## config.mk

```make
export PLATFORM = sky130hd
export DESIGN_NAME = vehicle_gear_and_drive_controller
export DESIGN_NICKNAME = d
export VERILOG_FILES = /design/src/design/vgdc_pkg.sv /design/src/design/vehicle_gear_and_drive_controller.sv /design/src/design/vgdc_csr.sv /design/src/design/vgdc_drive.sv
export SDC_FILE = /design/constraint.sdc
export NUM_CORES = 2
export LEC_CHECK = 0
export ABC_AREA = 1
export BUFFER_PORTS_ARGS = -buffer_cell sky130_fd_sc_hd__buf_2
export CAP_MARGIN = 20
export CORE_MARGIN = 10
export CORE_UTILIZATION = 70
export CTS_CLUSTER_SIZE = 28
export DETAILED_ROUTE_END_ITERATION = 6
export GPL_ROUTABILITY_DRIVEN = 0
export PLACE_DENSITY = 0.89
export REMOVE_ABC_BUFFERS = 1
export SETUP_SLACK_MARGIN = 0.2
export SLEW_MARGIN = 30
export SYNTH_ARGS = -nofsm -noshare
export SYNTH_HDL_FRONTEND = slang
export SYNTH_SLANG_ARGS = --single-unit
```

## constraint.sdc

```tcl
create_clock -name clock -period 21.6 [get_ports clock]
set_input_delay 2.16 -clock clock [delete_from_list [all_inputs] [get_ports clock]]
set_output_delay 2.16 -clock clock [all_outputs]
set_load 0.05 [all_outputs]
```

## src/design/vgdc_pkg.sv

```systemverilog
package vgdc_pkg;

   localparam logic [1:0] GEAR_PARK    = 2'd0;
   localparam logic [1:0] GEAR_REVERSE = 2'd1;
   localparam logic [1:0] GEAR_NEUTRAL = 2'd2;
   localparam logic [1:0] GEAR_DRIVE   = 2'd3;

   localparam int CSR_ADDR_W = 5;
   localparam int REG_IDX_W  = 3;

   localparam logic [REG_IDX_W-1:0] REG_MAX_SPEED       = 3'd0;
   localparam logic [REG_IDX_W-1:0] REG_SPEED_STEP_UP   = 3'd1;
   localparam logic [REG_IDX_W-1:0] REG_SPEED_STEP_DOWN = 3'd2;
   localparam logic [REG_IDX_W-1:0] REG_MAX_BRAKING     = 3'd3;
   localparam logic [REG_IDX_W-1:0] REG_BRAKE_CUT       = 3'd4;
   localparam logic [REG_IDX_W-1:0] REG_PARKING_BRAKING = 3'd5;
   localparam logic [REG_IDX_W-1:0] REG_MIN_SPEED       = 3'd6;
   localparam logic [REG_IDX_W-1:0] REG_STEERING_LIMIT  = 3'd7;

   localparam int PEDAL_W  = 11;
   localparam int Q_FRAC   = 10;
   localparam int PROD_W   = PEDAL_W + 16;
   localparam int SCALED_W = PROD_W + 1 - Q_FRAC;

   localparam logic signed [15:0] PARK_SPEED_LIMIT = 16'sd10;

   localparam int STEER_IN_MAX = 4500;
   localparam int STEER_DIV    = 2 * STEER_IN_MAX;
   localparam int LIMIT_W      = 15;
   localparam int MAG_W        = $clog2(STEER_IN_MAX + 1);
   localparam int NUM_W        = MAG_W + 16;
   localparam int REC_K        = NUM_W + 1;
   localparam logic [63:0] REC_M = (64'd1 << REC_K) / STEER_DIV;
   localparam int REC_W        = $clog2(REC_M + 64'd1);
   localparam int REC_PW       = NUM_W + REC_W;

   localparam logic signed [15:0] STEER_MAX_S = 16'(STEER_IN_MAX);

   typedef struct packed {
      logic [15:0]        max_speed;
      logic [15:0]        speed_step_up;
      logic [15:0]        speed_step_down;
      logic [15:0]        max_braking;
      logic [15:0]        brake_cut_threshold;
      logic [15:0]        parking_braking;
      logic [15:0]        min_speed;
      logic [LIMIT_W-1:0] steering_limit;
   } cfg_type;

   typedef struct packed {
      logic gear_up;
      logic gear_down;
      logic neutral_button;
      logic park_button;
   } buttons_type;

   typedef struct packed {
      logic [1:0]  gear;
      logic        parking_brake;
      logic [15:0] braking;
      logic [15:0] speed;
   } drive_type;

endpackage

```

## src/design/vehicle_gear_and_drive_controller.sv

```systemverilog
// Gear and drive controller. Each control item on the req stream carries the buttons,
// lights, pedals, steering angle and measured speed; one result item per control item
// comes back on the rsp stream with the outputs for the gear that was active, and the
// gear for the next item is chosen at the same time. The block takes one item every
// clock cycle while the rsp side takes results; each item passes an input register, a
// stage of pedal and steering products, a stage that applies the gear and speed state
// and starts the steering divide, and the result register. A stalled rsp side holds
// items in those stages, so req_tready drops only once all four are full. The user must
// write registers through the csr port while no items are in flight; the block itself does not enforce this.
module vehicle_gear_and_drive_controller (
   input  logic                            clock,
   input  logic                            reset,

   input  logic                            req_tvalid,
   output logic                            req_tready,
   // gear_up, gear_down, neutral_button, park_button, right_light_in, left_light_in,
   // front_light_in, steering_angle[15:0], throttle[10:0], brake_pedal[10:0],
   // measured_speed[15:0], zero fill
   input  logic [63:0]                     req_tdata,

   output logic                            rsp_tvalid,
   input  logic                            rsp_tready,
   // gear_out[1:0], parking_brake, braking_cmd[15:0], speed_cmd[15:0],
   // steering_cmd[15:0], right_light_out, left_light_out, front_light_out, zero fill
   output logic [55:0]                     rsp_tdata,

   input  logic                            csr_psel,
   input  logic                            csr_penable,
   input  logic                            csr_pwrite,
   input  logic [vgdc_pkg::CSR_ADDR_W-1:0] csr_paddr,
   input  logic [31:0]                     csr_pwdata,
   output logic [31:0]                     csr_prdata,
   output logic                            csr_pready
);

   localparam int NW = vgdc_pkg::NUM_W;
   localparam int QW = vgdc_pkg::LIMIT_W;
   localparam int PW = vgdc_pkg::PROD_W;
   localparam logic [NW-1:0] DIV_N  = NW'(vgdc_pkg::STEER_DIV);
   localparam logic [NW-1:0] HALF_N = NW'(vgdc_pkg::STEER_IN_MAX);
   localparam logic [vgdc_pkg::REC_PW-1:0] REC_MUL =
      vgdc_pkg::REC_PW'(vgdc_pkg::REC_M);

   vgdc_pkg::cfg_type cfg;

   logic s1_valid_ff, s2_valid_ff, s3_valid_ff, out_valid_ff;
   logic ready1, ready2, ready3, ready_out;

   // input stage
   logic [60:0] s1_data_ff;

   vgdc_pkg::buttons_type s1_buttons;
   logic signed [15:0]    s1_angle, s1_sat;
   logic [15:0]           s1_mag_full;
   logic [vgdc_pkg::MAG_W-1:0] s1_mag;
   logic [PW-1:0]         s1_brake_prod, s1_throttle_prod;
   logic [NW-1:0]         s1_num;

   // product stage
   vgdc_pkg::buttons_type s2_buttons_ff;
   logic [2:0]            s2_lights_ff;
   logic signed [15:0]    s2_feedback_ff;
   logic [PW-1:0]         s2_brake_prod_ff, s2_throttle_prod_ff;
   logic [NW-1:0]         s2_num_ff;
   logic                  s2_neg_ff;

   vgdc_pkg::drive_type           s2_drive;
   logic [vgdc_pkg::REC_PW-1:0]   s2_rec;

   // drive stage
   vgdc_pkg::drive_type s3_drive_ff;
   logic [2:0]          s3_lights_ff;
   logic [QW-1:0]       s3_qest_ff;
   logic [NW-1:0]       s3_num_ff;
   logic                s3_neg_ff;

   logic [NW-1:0] s3_rem;
   logic [QW-1:0] s3_quot;
   logic [15:0]   s3_steer;

   logic [55:0] rsp_data_ff;

   assign ready_out  = !out_valid_ff || rsp_tready;
   assign ready3     = !s3_valid_ff || ready_out;
   assign ready2     = !s2_valid_ff || ready3;
   assign ready1     = !s1_valid_ff || ready2;
   assign req_tready = ready1;
   assign rsp_tvalid = out_valid_ff;
   assign rsp_tdata  = rsp_data_ff;
   assign csr_pready = 1'b1;

   vgdc_csr u_csr (
      .clock   (clock),
      .reset   (reset),
      .psel    (csr_psel),
      .penable (csr_penable),
      .pwrite  (csr_pwrite),
      .paddr   (csr_paddr),
      .pwdata  (csr_pwdata),
      .prdata  (csr_prdata),
      .cfg     (cfg)
   );

   always_ff @(posedge clock) begin
      if (reset) begin
         s1_valid_ff  <= 1'b0;
         s2_valid_ff  <= 1'b0;
         s3_valid_ff  <= 1'b0;
         out_valid_ff <= 1'b0;
      end else begin
         if (ready1) begin
            s1_valid_ff <= req_tvalid;
         end
         if (ready2) begin
            s2_valid_ff <= s1_valid_ff;
         end
         if (ready3) begin
            s3_valid_ff <= s2_valid_ff;
         end
         if (ready_out) begin
            out_valid_ff <= s3_valid_ff;
         end
      end
   end

   // input stage: pedal scaling products and steering numerator
   always_comb begin
      s1_buttons.gear_up        = s1_data_ff[0];
      s1_buttons.gear_down      = s1_data_ff[1];
      s1_buttons.neutral_button = s1_data_ff[2];
      s1_buttons.park_button    = s1_data_ff[3];
      s1_angle                  = s1_data_ff[22:7];

      if (s1_angle > vgdc_pkg::STEER_MAX_S) begin
         s1_sat = vgdc_pkg::STEER_MAX_S;
      end else if (s1_angle < -vgdc_pkg::STEER_MAX_S) begin
         s1_sat = -vgdc_pkg::STEER_MAX_S;
      end else begin
         s1_sat = s1_angle;
      end
      s1_mag_full = s1_angle[15] ? 16'(-s1_sat) : 16'(s1_sat);
      s1_mag      = s1_mag_full[vgdc_pkg::MAG_W-1:0];

      s1_brake_prod    = PW'(s1_data_ff[44:34]) * PW'(cfg.max_braking);
      s1_throttle_prod = PW'(s1_data_ff[33:23]) * PW'(cfg.max_speed);
      s1_num = ((NW'(s1_mag) * NW'(cfg.steering_limit)) << 1) + HALF_N;
   end

   always_ff @(posedge clock) begin
      if (ready1 && req_tvalid) begin
         s1_data_ff <= req_tdata[60:0];
      end
      if (ready2 && s1_valid_ff) begin
         s2_buttons_ff       <= s1_buttons;
         s2_lights_ff        <= s1_data_ff[6:4];
         s2_feedback_ff      <= s1_data_ff[60:45];
         s2_brake_prod_ff    <= s1_brake_prod;
         s2_throttle_prod_ff <= s1_throttle_prod;
         s2_num_ff           <= s1_num;
         s2_neg_ff           <= s1_angle[15];
      end
   end

   // product stage: gear and speed state, reciprocal estimate of the steering quotient
   vgdc_drive u_drive (
      .clock          (clock),
      .reset          (reset),
      .advance        (s2_valid_ff && ready3),
      .cfg            (cfg),
      .buttons        (s2_buttons_ff),
      .measured_speed (s2_feedback_ff),
      .brake_prod     (s2_brake_prod_ff),
      .throttle_prod  (s2_throttle_prod_ff),
      .drive          (s2_drive)
   );

   assign s2_rec = vgdc_pkg::REC_PW'(s2_num_ff) * REC_MUL;

   always_ff @(posedge clock) begin
      if (ready3 && s2_valid_ff) begin
         s3_drive_ff  <= s2_drive;
         s3_lights_ff <= s2_lights_ff;
         s3_qest_ff   <= s2_rec[vgdc_pkg::REC_K +: QW];
         s3_num_ff    <= s2_num_ff;
         s3_neg_ff    <= s2_neg_ff;
      end
   end

   // drive stage: quotient correction and sign
   always_comb begin
      s3_rem   = s3_num_ff - NW'(s3_qest_ff) * DIV_N;
      s3_quot  = s3_qest_ff + QW'(s3_rem >= DIV_N);
      s3_steer = s3_neg_ff ? 16'(-{1'b0, s3_quot}) : 16'({1'b0, s3_quot});
   end

   always_ff @(posedge clock) begin
      if (ready_out && s3_valid_ff) begin
         rsp_data_ff <= {2'b00, s3_lights_ff[2], s3_lights_ff[1], s3_lights_ff[0],
                         s3_steer, s3_drive_ff.speed, s3_drive_ff.braking,
                         s3_drive_ff.parking_brake, s3_drive_ff.gear};
      end
   end

endmodule

```

## src/design/vgdc_csr.sv

```systemverilog
module vgdc_csr (
   input  logic                            clock,
   input  logic                            reset,
   input  logic                            psel,
   input  logic                            penable,
   input  logic                            pwrite,
   input  logic [vgdc_pkg::CSR_ADDR_W-1:0] paddr,
   input  logic [31:0]                     pwdata,
   output logic [31:0]                     prdata,
   output vgdc_pkg::cfg_type               cfg
);

   vgdc_pkg::cfg_type cfg_ff;
   logic [vgdc_pkg::REG_IDX_W-1:0] index;
   logic write_en;

   assign index    = paddr[vgdc_pkg::CSR_ADDR_W-1:2];
   assign write_en = psel && penable && pwrite;
   assign cfg      = cfg_ff;

   always_ff @(posedge clock) begin
      if (reset) begin
         cfg_ff.max_speed           <= 16'd1000;
         cfg_ff.speed_step_up       <= 16'd10;
         cfg_ff.speed_step_down     <= 16'd20;
         cfg_ff.max_braking         <= 16'd1000;
         cfg_ff.brake_cut_threshold <= 16'd0;
         cfg_ff.parking_braking     <= 16'd1000;
         cfg_ff.min_speed           <= 16'd0;
         cfg_ff.steering_limit      <= vgdc_pkg::LIMIT_W'(1000);
      end else if (write_en) begin
         unique case (index)
            vgdc_pkg::REG_MAX_SPEED:       cfg_ff.max_speed <= pwdata[15:0];
            vgdc_pkg::REG_SPEED_STEP_UP:   cfg_ff.speed_step_up <= pwdata[15:0];
            vgdc_pkg::REG_SPEED_STEP_DOWN: cfg_ff.speed_step_down <= pwdata[15:0];
            vgdc_pkg::REG_MAX_BRAKING:     cfg_ff.max_braking <= pwdata[15:0];
            vgdc_pkg::REG_BRAKE_CUT:       cfg_ff.brake_cut_threshold <= pwdata[15:0];
            vgdc_pkg::REG_PARKING_BRAKING: cfg_ff.parking_braking <= pwdata[15:0];
            vgdc_pkg::REG_MIN_SPEED:       cfg_ff.min_speed <= pwdata[15:0];
            vgdc_pkg::REG_STEERING_LIMIT: begin
               cfg_ff.steering_limit <= pwdata[vgdc_pkg::LIMIT_W-1:0];
            end
            default: ;
         endcase
      end
   end

   always_comb begin
      prdata = 32'd0;
      unique case (index)
         vgdc_pkg::REG_MAX_SPEED:       prdata = {16'd0, cfg_ff.max_speed};
         vgdc_pkg::REG_SPEED_STEP_UP:   prdata = {16'd0, cfg_ff.speed_step_up};
         vgdc_pkg::REG_SPEED_STEP_DOWN: prdata = {16'd0, cfg_ff.speed_step_down};
         vgdc_pkg::REG_MAX_BRAKING:     prdata = {16'd0, cfg_ff.max_braking};
         vgdc_pkg::REG_BRAKE_CUT:       prdata = {16'd0, cfg_ff.brake_cut_threshold};
         vgdc_pkg::REG_PARKING_BRAKING: prdata = {16'd0, cfg_ff.parking_braking};
         vgdc_pkg::REG_MIN_SPEED:       prdata = {16'd0, cfg_ff.min_speed};
         vgdc_pkg::REG_STEERING_LIMIT:  prdata = 32'(cfg_ff.steering_limit);
         default:                       prdata = 32'd0;
      endcase
   end

endmodule

```

## src/design/vgdc_drive.sv

```systemverilog
module vgdc_drive (
   input  logic                          clock,
   input  logic                          reset,
   input  logic                          advance,
   input  vgdc_pkg::cfg_type             cfg,
   input  vgdc_pkg::buttons_type         buttons,
   input  logic signed [15:0]            measured_speed,
   input  logic [vgdc_pkg::PROD_W-1:0]   brake_prod,
   input  logic [vgdc_pkg::PROD_W-1:0]   throttle_prod,
   output vgdc_pkg::drive_type           drive
);

   localparam int SW = vgdc_pkg::SCALED_W;
   localparam logic [vgdc_pkg::PROD_W:0] ROUND_HALF =
      (vgdc_pkg::PROD_W + 1)'(1) << (vgdc_pkg::Q_FRAC - 1);

   logic [1:0]  gear_ff, gear_in;
   logic [15:0] speed_ff, speed_in;

   logic [vgdc_pkg::PROD_W:0] brake_round, throttle_round;
   logic [SW-1:0] brake_scaled, target, current, diff, step, slew;
   logic [SW-1:0] max_speed_w, max_braking_w;
   logic [15:0]   braking, slew_clamped;
   logic          park_ok, cut;

   always_comb begin
      brake_round    = {1'b0, brake_prod} + ROUND_HALF;
      throttle_round = {1'b0, throttle_prod} + ROUND_HALF;
      brake_scaled   = brake_round[vgdc_pkg::PROD_W:vgdc_pkg::Q_FRAC];
      target         = throttle_round[vgdc_pkg::PROD_W:vgdc_pkg::Q_FRAC];
      max_speed_w    = SW'(cfg.max_speed);
      max_braking_w  = SW'(cfg.max_braking);
      current        = SW'(speed_ff);

      braking = (brake_scaled > max_braking_w) ? cfg.max_braking : brake_scaled[15:0];
      cut     = braking > cfg.brake_cut_threshold;

      if (target > current) begin
         diff = target - current;
         step = (diff < SW'(cfg.speed_step_up)) ? diff : SW'(cfg.speed_step_up);
         slew = current + step;
      end else begin
         diff = current - target;
         step = (diff < SW'(cfg.speed_step_down)) ? diff : SW'(cfg.speed_step_down);
         slew = current - step;
      end
      slew_clamped = (slew > max_speed_w) ? cfg.max_speed : slew[15:0];

      park_ok = (measured_speed < vgdc_pkg::PARK_SPEED_LIMIT) &&
                (measured_speed > -vgdc_pkg::PARK_SPEED_LIMIT);

      drive.gear          = gear_ff;
      drive.parking_brake = 1'b0;
      drive.braking       = braking;
      drive.speed         = speed_ff;
      gear_in             = gear_ff;
      speed_in            = speed_ff;

      unique case (gear_ff)
         vgdc_pkg::GEAR_PARK: begin
            drive.parking_brake = 1'b1;
            drive.braking       = cfg.parking_braking;
            drive.speed         = cfg.min_speed;
            speed_in            = cfg.min_speed;
            if (buttons.gear_up) begin
               gear_in = vgdc_pkg::GEAR_REVERSE;
            end else if (buttons.neutral_button) begin
               gear_in = vgdc_pkg::GEAR_NEUTRAL;
            end
         end
         vgdc_pkg::GEAR_NEUTRAL: begin
            if (buttons.gear_up) begin
               gear_in = vgdc_pkg::GEAR_DRIVE;
            end else if (buttons.gear_down) begin
               gear_in = vgdc_pkg::GEAR_REVERSE;
            end else if (buttons.park_button && park_ok) begin
               gear_in = vgdc_pkg::GEAR_PARK;
            end
         end
         vgdc_pkg::GEAR_REVERSE: begin
            drive.speed = cut ? cfg.min_speed : slew_clamped;
            speed_in    = drive.speed;
            if (buttons.gear_up || buttons.neutral_button) begin
               gear_in = vgdc_pkg::GEAR_NEUTRAL;
            end else if ((buttons.gear_down || buttons.park_button) && park_ok) begin
               gear_in = vgdc_pkg::GEAR_PARK;
            end
         end
         vgdc_pkg::GEAR_DRIVE: begin
            drive.speed = cut ? cfg.min_speed : slew_clamped;
            speed_in    = drive.speed;
            if (buttons.gear_down || buttons.neutral_button) begin
               gear_in = vgdc_pkg::GEAR_NEUTRAL;
            end else if (buttons.park_button && park_ok) begin
               gear_in = vgdc_pkg::GEAR_PARK;
            end
         end
         default: ;
      endcase
   end

   always_ff @(posedge clock) begin
      if (reset) begin
         gear_ff  <= vgdc_pkg::GEAR_PARK;
         speed_ff <= 16'd0;
      end else if (advance) begin
         gear_ff  <= gear_in;
         speed_ff <= speed_in;
      end
   end

endmodule
```

# After elaboration in Yosys (flattened, before gate mapping)

Index checks and enable logic that the tools add are counted.

Input port bits: 108
Register bits: 454
Output and inout bits: 91
Logic and storage cells: 128

Multipliers: 5
$add $sub $neg: 11
Muxes and demuxes: 22
Eq/ne operators: 12
$lt $le $gt $ge: 11
Reduce and logical (&&, ||, !) cells: 32

Operators by type and width:

| kind                                                            | count |
|---|---|
| case mux 32 bit (8 select lines)                                | 1 |
| adder 27 x 10 -> 28 bit, second input constant                  | 2 |
| greater-than comparator 18 x 16 -> 1 bit                        | 3 |
| multiplier 11 x 16 -> 27 bit                                    | 2 |
| two-way mux 18 bit                                              | 3 |
| two-way mux 16 bit                                              | 3 |
| multiplier 29 x 14 -> 42 bit, second input constant             | 1 |
| two-way mux 13 bit                                              | 3 |
| less-than comparator 18 x 16 -> 1 bit                           | 2 |
| subtractor 16 x 18 -> 18 bit                                    | 2 |
| case mux 16 bit (2 select lines)                                | 1 |
| adder 29 x 13 -> 29 bit, second input constant                  | 1 |
| >= comparator 29 x 14 -> 1 bit, second input constant           | 1 |
| subtractor 29 bit                                               | 1 |
| multiplier 13 x 15 -> 28 bit                                    | 1 |
| multiplier 15 x 11 -> 26 bit, second input constant             | 1 |
| adder 16 x 18 -> 18 bit                                         | 1 |
| subtractor 18 x 16 -> 18 bit                                    | 1 |
| two-way mux 17 bit                                              | 1 |
| greater-than comparator 16 x 14 -> 1 bit, second input constant | 1 |
| greater-than comparator 16 bit                                  | 1 |
| greater-than comparator 16 x 5 -> 1 bit, second input constant  | 1 |
| less-than comparator 16 x 14 -> 1 bit, second input constant    | 1 |
| less-than comparator 16 x 5 -> 1 bit, second input constant     | 1 |
| 21 further kinds                                                | 57 |

# Longest topological paths before layout

Depth in word-level cells: 10
Depth in mapped cells: 69
Gate-level depth less buffers: 66

# Hierarchy

From an unflattened synthesis, not the netlist that was laid out.

Cells, all modules: 6763
Area total of the unflattened synthesis: 53203.5 sq um

Modules (own cells, without submodules):

| module                            | seq. area each (sq um) | instances | cells an instance | area an instance (sq um) |
|---|---|---|---|---|
| vehicle_gear_and_drive_controller | 9118.7                 | 1         | 4401              | 38665.8 |
| vgdc_drive                        | 360.3                  | 1         | 1501              | 8544.4 |
| vgdc_csr                          | 2542.4                 | 1         | 861               | 5993.2 |

# Least setup slack after synthesis

OpenSTA, ideal clock, no wires.

Path type: register to register
From: register s1_data_ff[11]
To: register s2_num_ff[28], data pin
Slack: 12.904 ns
Cell stages (with the launch flop): 42
Data required time: 21.338 ns
Path buffers: 2
Period minus slack after synthesis: 8.696 ns
Arrival time: 8.434 ns
Path through: edfxtp_1 inv_1 nand2_1 a31oi_1 o21ai_0 a31oi_1 inv_1 nand2_1 nor2_1 inv_1 buf_1 ha_1 inv_1 nor3_1 inv_1 o31ai_1 xor2_1 clkbuf_1 [... 6 more ...] inv_1 fa_1 fa_1 ha_1 nand2_1 inv_1 nand3_1 o21ai_0 a21oi_1 o21ai_0 xor2_1 inv_1 nor3_1 nand2_1 nor3b_1 nand2_1 nor3_1 xnor2_1

Cells in the longest elaborated chain, start to end: 7

RTL lines:

| item                                  | RTL line                                 | source |
|---|---|---|
| start, declared                       | vehicle_gear_and_drive_controller.sv:50  | `logic [60:0] s1_data_ff;` |
| start signal, assigned                | vehicle_gear_and_drive_controller.sv:151 | `s1_data_ff <= req_tdata[60:0];` |
| less-than comparator 16 x 14 -> 1 bit | vehicle_gear_and_drive_controller.sv:136 | `end else if (s1_angle < -vgdc_pkg::STEER_MAX_S) begin` |
| two-way mux 13 bit                    | vehicle_gear_and_drive_controller.sv:136 |  |
| two-way mux 13 bit (*)                | vehicle_gear_and_drive_controller.sv:134 | `if (s1_angle > vgdc_pkg::STEER_MAX_S) begin` |
| negator 13 bit                        | vehicle_gear_and_drive_controller.sv:141 | `s1_mag_full = s1_angle[15] ? 16'(-s1_sat) : 16'(s1_sat);` |
| two-way mux 13 bit (*)                | vehicle_gear_and_drive_controller.sv:141 |  |
| multiplier 13 x 15 -> 28 bit (*)      | vehicle_gear_and_drive_controller.sv:146 | `s1_num = ((NW'(s1_mag) * NW'(cfg.steering_limit)) << 1) + HALF_N;` |
| adder 29 x 13 -> 29 bit (*)           | vehicle_gear_and_drive_controller.sv:146 |  |
| via s1_num[28]                        | vehicle_gear_and_drive_controller.sv:57  | `logic [NW-1:0] s1_num;` |
| end signal, assigned                  | vehicle_gear_and_drive_controller.sv:159 | `s2_num_ff <= s1_num;` |
| end, declared                         | vehicle_gear_and_drive_controller.sv:64  | `logic [NW-1:0] s2_num_ff;` |

The timed path passes the listed nets; every way through them passes the cells marked *.
A chain may end at the register's enable or synchronous reset.

# Final worst setup path

From: register s1_data_ff[22]
To: register s2_num_ff[27], data pin

Cells in the longest elaborated chain, start to end: 7

RTL lines:

| item                                  | RTL line |
|---|---|
| less-than comparator 16 x 14 -> 1 bit | vehicle_gear_and_drive_controller.sv:136 |
| two-way mux 13 bit                    | vehicle_gear_and_drive_controller.sv:136 |
| two-way mux 13 bit                    | vehicle_gear_and_drive_controller.sv:134 |
| negator 13 bit                        | vehicle_gear_and_drive_controller.sv:141 |
| two-way mux 13 bit (*)                | vehicle_gear_and_drive_controller.sv:141 |
| multiplier 13 x 15 -> 28 bit (*)      | vehicle_gear_and_drive_controller.sv:146 |
| adder 29 x 13 -> 29 bit (*)           | vehicle_gear_and_drive_controller.sv:146 |
| via s1_num[27]                        | vehicle_gear_and_drive_controller.sv:57 |

Marked as above.

==> flow_summary.toml <==
[global_routing]
grt_max_degree = 109
grt_first_pass_wirelength_mm = 205
grt.overflow.total = 0
grt_usage_pct = 32.7
grt_pass1_vias = 40300
antenna_found_initial = 12

[job]
maxCapViolCount = 0

[synth]
synth.distinct_cells = 61
syn_area_per_cell_sq_um = 8.48
synth-edff-count = 283
ys_seq_area_share_pct = 23.9
synth_warnings = 0
synthArstFlopShare_pct = 0
synthCells = 5665
synth-seq-cells = 432
synth_ff_type = "edfxtp_1"
syn-cell-area_sq_mm = 0.0480

[detailed_routing]
wl_per_cell_um = 19.5
firstDrtPassIters = 7
drc_errors = 44
vias = 39800
vias_per_cell = 6.00
drt_iter0_markers = 4212
ant_nets = 0
drt_wl_total_mm = 129

[clocking]
htreeDepth = 2
cts-root-buf = "clkbuf_16"
cts_hold_buf = 0
numCtsBuffers = 48
cts_tree = "built"
clock_latency_ps = 630
path_clk_slew_ps = 60
cts_buffer_depth = 3
postCtsSetupBuffers = 0
numClockSinks = 432
cts.repair.resized = 0

[critical_path]
path_class = "reg -> reg"
crit_arrival_ps = 11160
startpoint_type = "flop"
crit_path_max_incr_delay_ps = 820
path_common_cell = "inv_1"
crit_required_ps = 21920
path_max_fanout = 16
setup.worst_path.end_class = "flop"
cpMaxStageDelayCell = "xor2_1"

[floorplan]
fp-row-count = 95
die_y_um = 282
die-area_sq_mm = 0.0795
core_sq_mm = 0.0676
die_w_um = 282
num_io_pins = 199
initial_utilization_pct = 71.0

[place]
portBuffers = 158
detailed_place_hpwl_mm = 101

[sta]
slew_headroom_pct = 30.9
fin_skew_ps = 42.7
max_freq_mhz = 92.2
period_needed_ps = 10840
maxSlewViolCount = 0
rsz0062_at_grt = "false"
period_share_pct = 50.2
fin_setup_tns_ps = 0
setup_violations = 0
finalHoldViolations = 0
worstMarginPinSlew_ps = 1030

[finish]
layout-drive-gt1-share_pct = 5.74
area_growth_pct = 6.09
nets = 6903

[worst_hold_path]
min_path_type = "reg -> reg"

[status]
violations = "DRC"
status = "finished, violations left"
==> worst paths after layout <==
kind,from,to,slack [ps],cells after the start
min reg2reg,s1_data_ff[52],s2_feedback_ff[7],410,0
max reg2reg,s1_data_ff[22],s2_num_ff[27],10760,35
max,s1_data_ff[22],s2_num_ff[27],10760,35
min,s1_data_ff[52],s2_feedback_ff[7],410,0
==> area by class of cell <==
class                           count  area [sq um]
Antenna cell                        3          7.51
Clock buffer                       60          1320
Clock inverter                     30           369
Fill cell                        4467         16700
Inverter                         1218          4580
Multi-Input combinational cell   3830         31200
Sequential cell                   432         11500
Tap cell                          873          1090
Timing Repair Buffer              178           941
==> routing by layer <==
| layer | wire, um | up-vias | global-route usage (%) |
|---|---|---|---|
| met2 | 58300 | 2309 | 52.5 |
| met1 | 46300 | 18800 | 39.2 |
| met4 | 8530 | 16 | 18.5 |
| met3 | 15700 | 593 | 9.13 |
| met5 | 123 | - | 0 |
| li1 | - | 18000 | - |
==> critical path, delay by kind of cell (launching register included) <==
family,cells,cell delay (ps)
adders and majority gates,7,3140
and+or+nand+nor,13,2130
buffers and inverters,8,1670
AOI/OAI and AO/OA,4,1420
xor gates and xnor gates,3,1370
DFF,1,780
==> per-stage QoR <==
step	area [sq um]	setup slack [ps]	utilization, %	cells	hold slack (ps)
global placement	49300	11700	72.8	6531	401
detailed placement	49300	11260	72.8	6531	405
global route	51000	10220	75.3	6623	418
floorplan	47200	12940	-	5480	400
finish	51000	10760	75.3	6624	409
CTS	51000	11120	75.3	6621	412
==> cell usage after synthesis, types with 3 or more instances <==
cell type | instances | area (sq um)
nor2_4 | 3 | 33.8
nand2_2 | 27 | 169
nor2_2 | 3 | 18.8
dfxtp_1 | 149 | 2980
fa_1 | 514 | 10300
nand2_1 | 1028 | 3860
a21o_1 | 10 | 75.1
inv_2 | 8 | 30.0
or2_2 | 11 | 68.8
clkinv_1 | 6 | 22.5
a21boi_0 | 6 | 45.0
edfxtp_1 | 283 | 8500
ha_1 | 573 | 7170
o2111ai_1 | 3 | 26.3
o21ai_0 | 287 | 1440
buf_2 | 4 | 20.0
inv_1 | 1204 | 4520
a211oi_1 | 13 | 97.6
buf_1 | 11 | 41.3
xnor2_1 | 78 | 683
xor2_1 | 162 | 1420
nor2_1 | 274 | 1030
clkbuf_2 | 7 | 35.0
o211ai_1 | 33 | 248
a221oi_1 | 19 | 166
nand3_1 | 151 | 756
o21bai_1 | 18 | 135
o21a_1 | 7 | 52.6
o31ai_1 | 6 | 45.0
buf_4 | 25 | 188
nor4_1 | 8 | 50.1
clkbuf_1 | 153 | 574
o221ai_1 | 10 | 87.6
nand2_4 | 5 | 56.3
a21oi_1 | 384 | 1920
o22ai_1 | 48 | 300
nor3_1 | 41 | 205
a31oi_1 | 17 | 106
nand4_1 | 44 | 275
==> registers in the layout, indices dropped and copies added (netlist names) <==
name                 flops
s2_buttons_ff            4
s3_num_ff               26
rsp_tvalid               1
s3_valid_ff              1
s2_valid_ff              1
u_csr.cfg              127
s2_brake_prod_ff        18
s3_neg_ff                1
u_drive.speed_ff        16
s3_drive_ff             35
s2_feedback_ff          16
s2_num_ff               28
s1_data_ff              61
s3_lights_ff             3
s3_qest_ff              15
s1_valid_ff              1
s2_neg_ff                1
u_drive.gear_ff          2
s2_lights_ff             3
rsp_tdata               54
s2_throttle_prod_ff     18
==> cells by family after synthesis <==
family	count (synthesis)	synth area share [%]
xor+xnor	240	4.38
fa+ha+maj	1087	36.3
flops	432	23.9
compound gates	874	10.1
buf+inv	1420	11.4
other cells	2	0.0156
simple gates	1610	13.9
==> layout by cell type, fill, tap and decap left out, types with 49 or more instances in the layout <==
master	synthesis	routed
buf_2	4	158
clkbuf_16	0	49
ha_1	573	573
fa_1	514	514
o21ai_0	287	287
xor2_1	162	162
dfxtp_1	149	149
xnor2_1	78	78
inv_1	1204	1202
nand3_1	151	151
nor2_1	274	272
a21oi_1	384	384
edfxtp_1	283	283
nand2_1	1028	1028
Power is not shown: default switching activity piles up to over one toggle a cycle in this logic, so the estimate is an artifact.
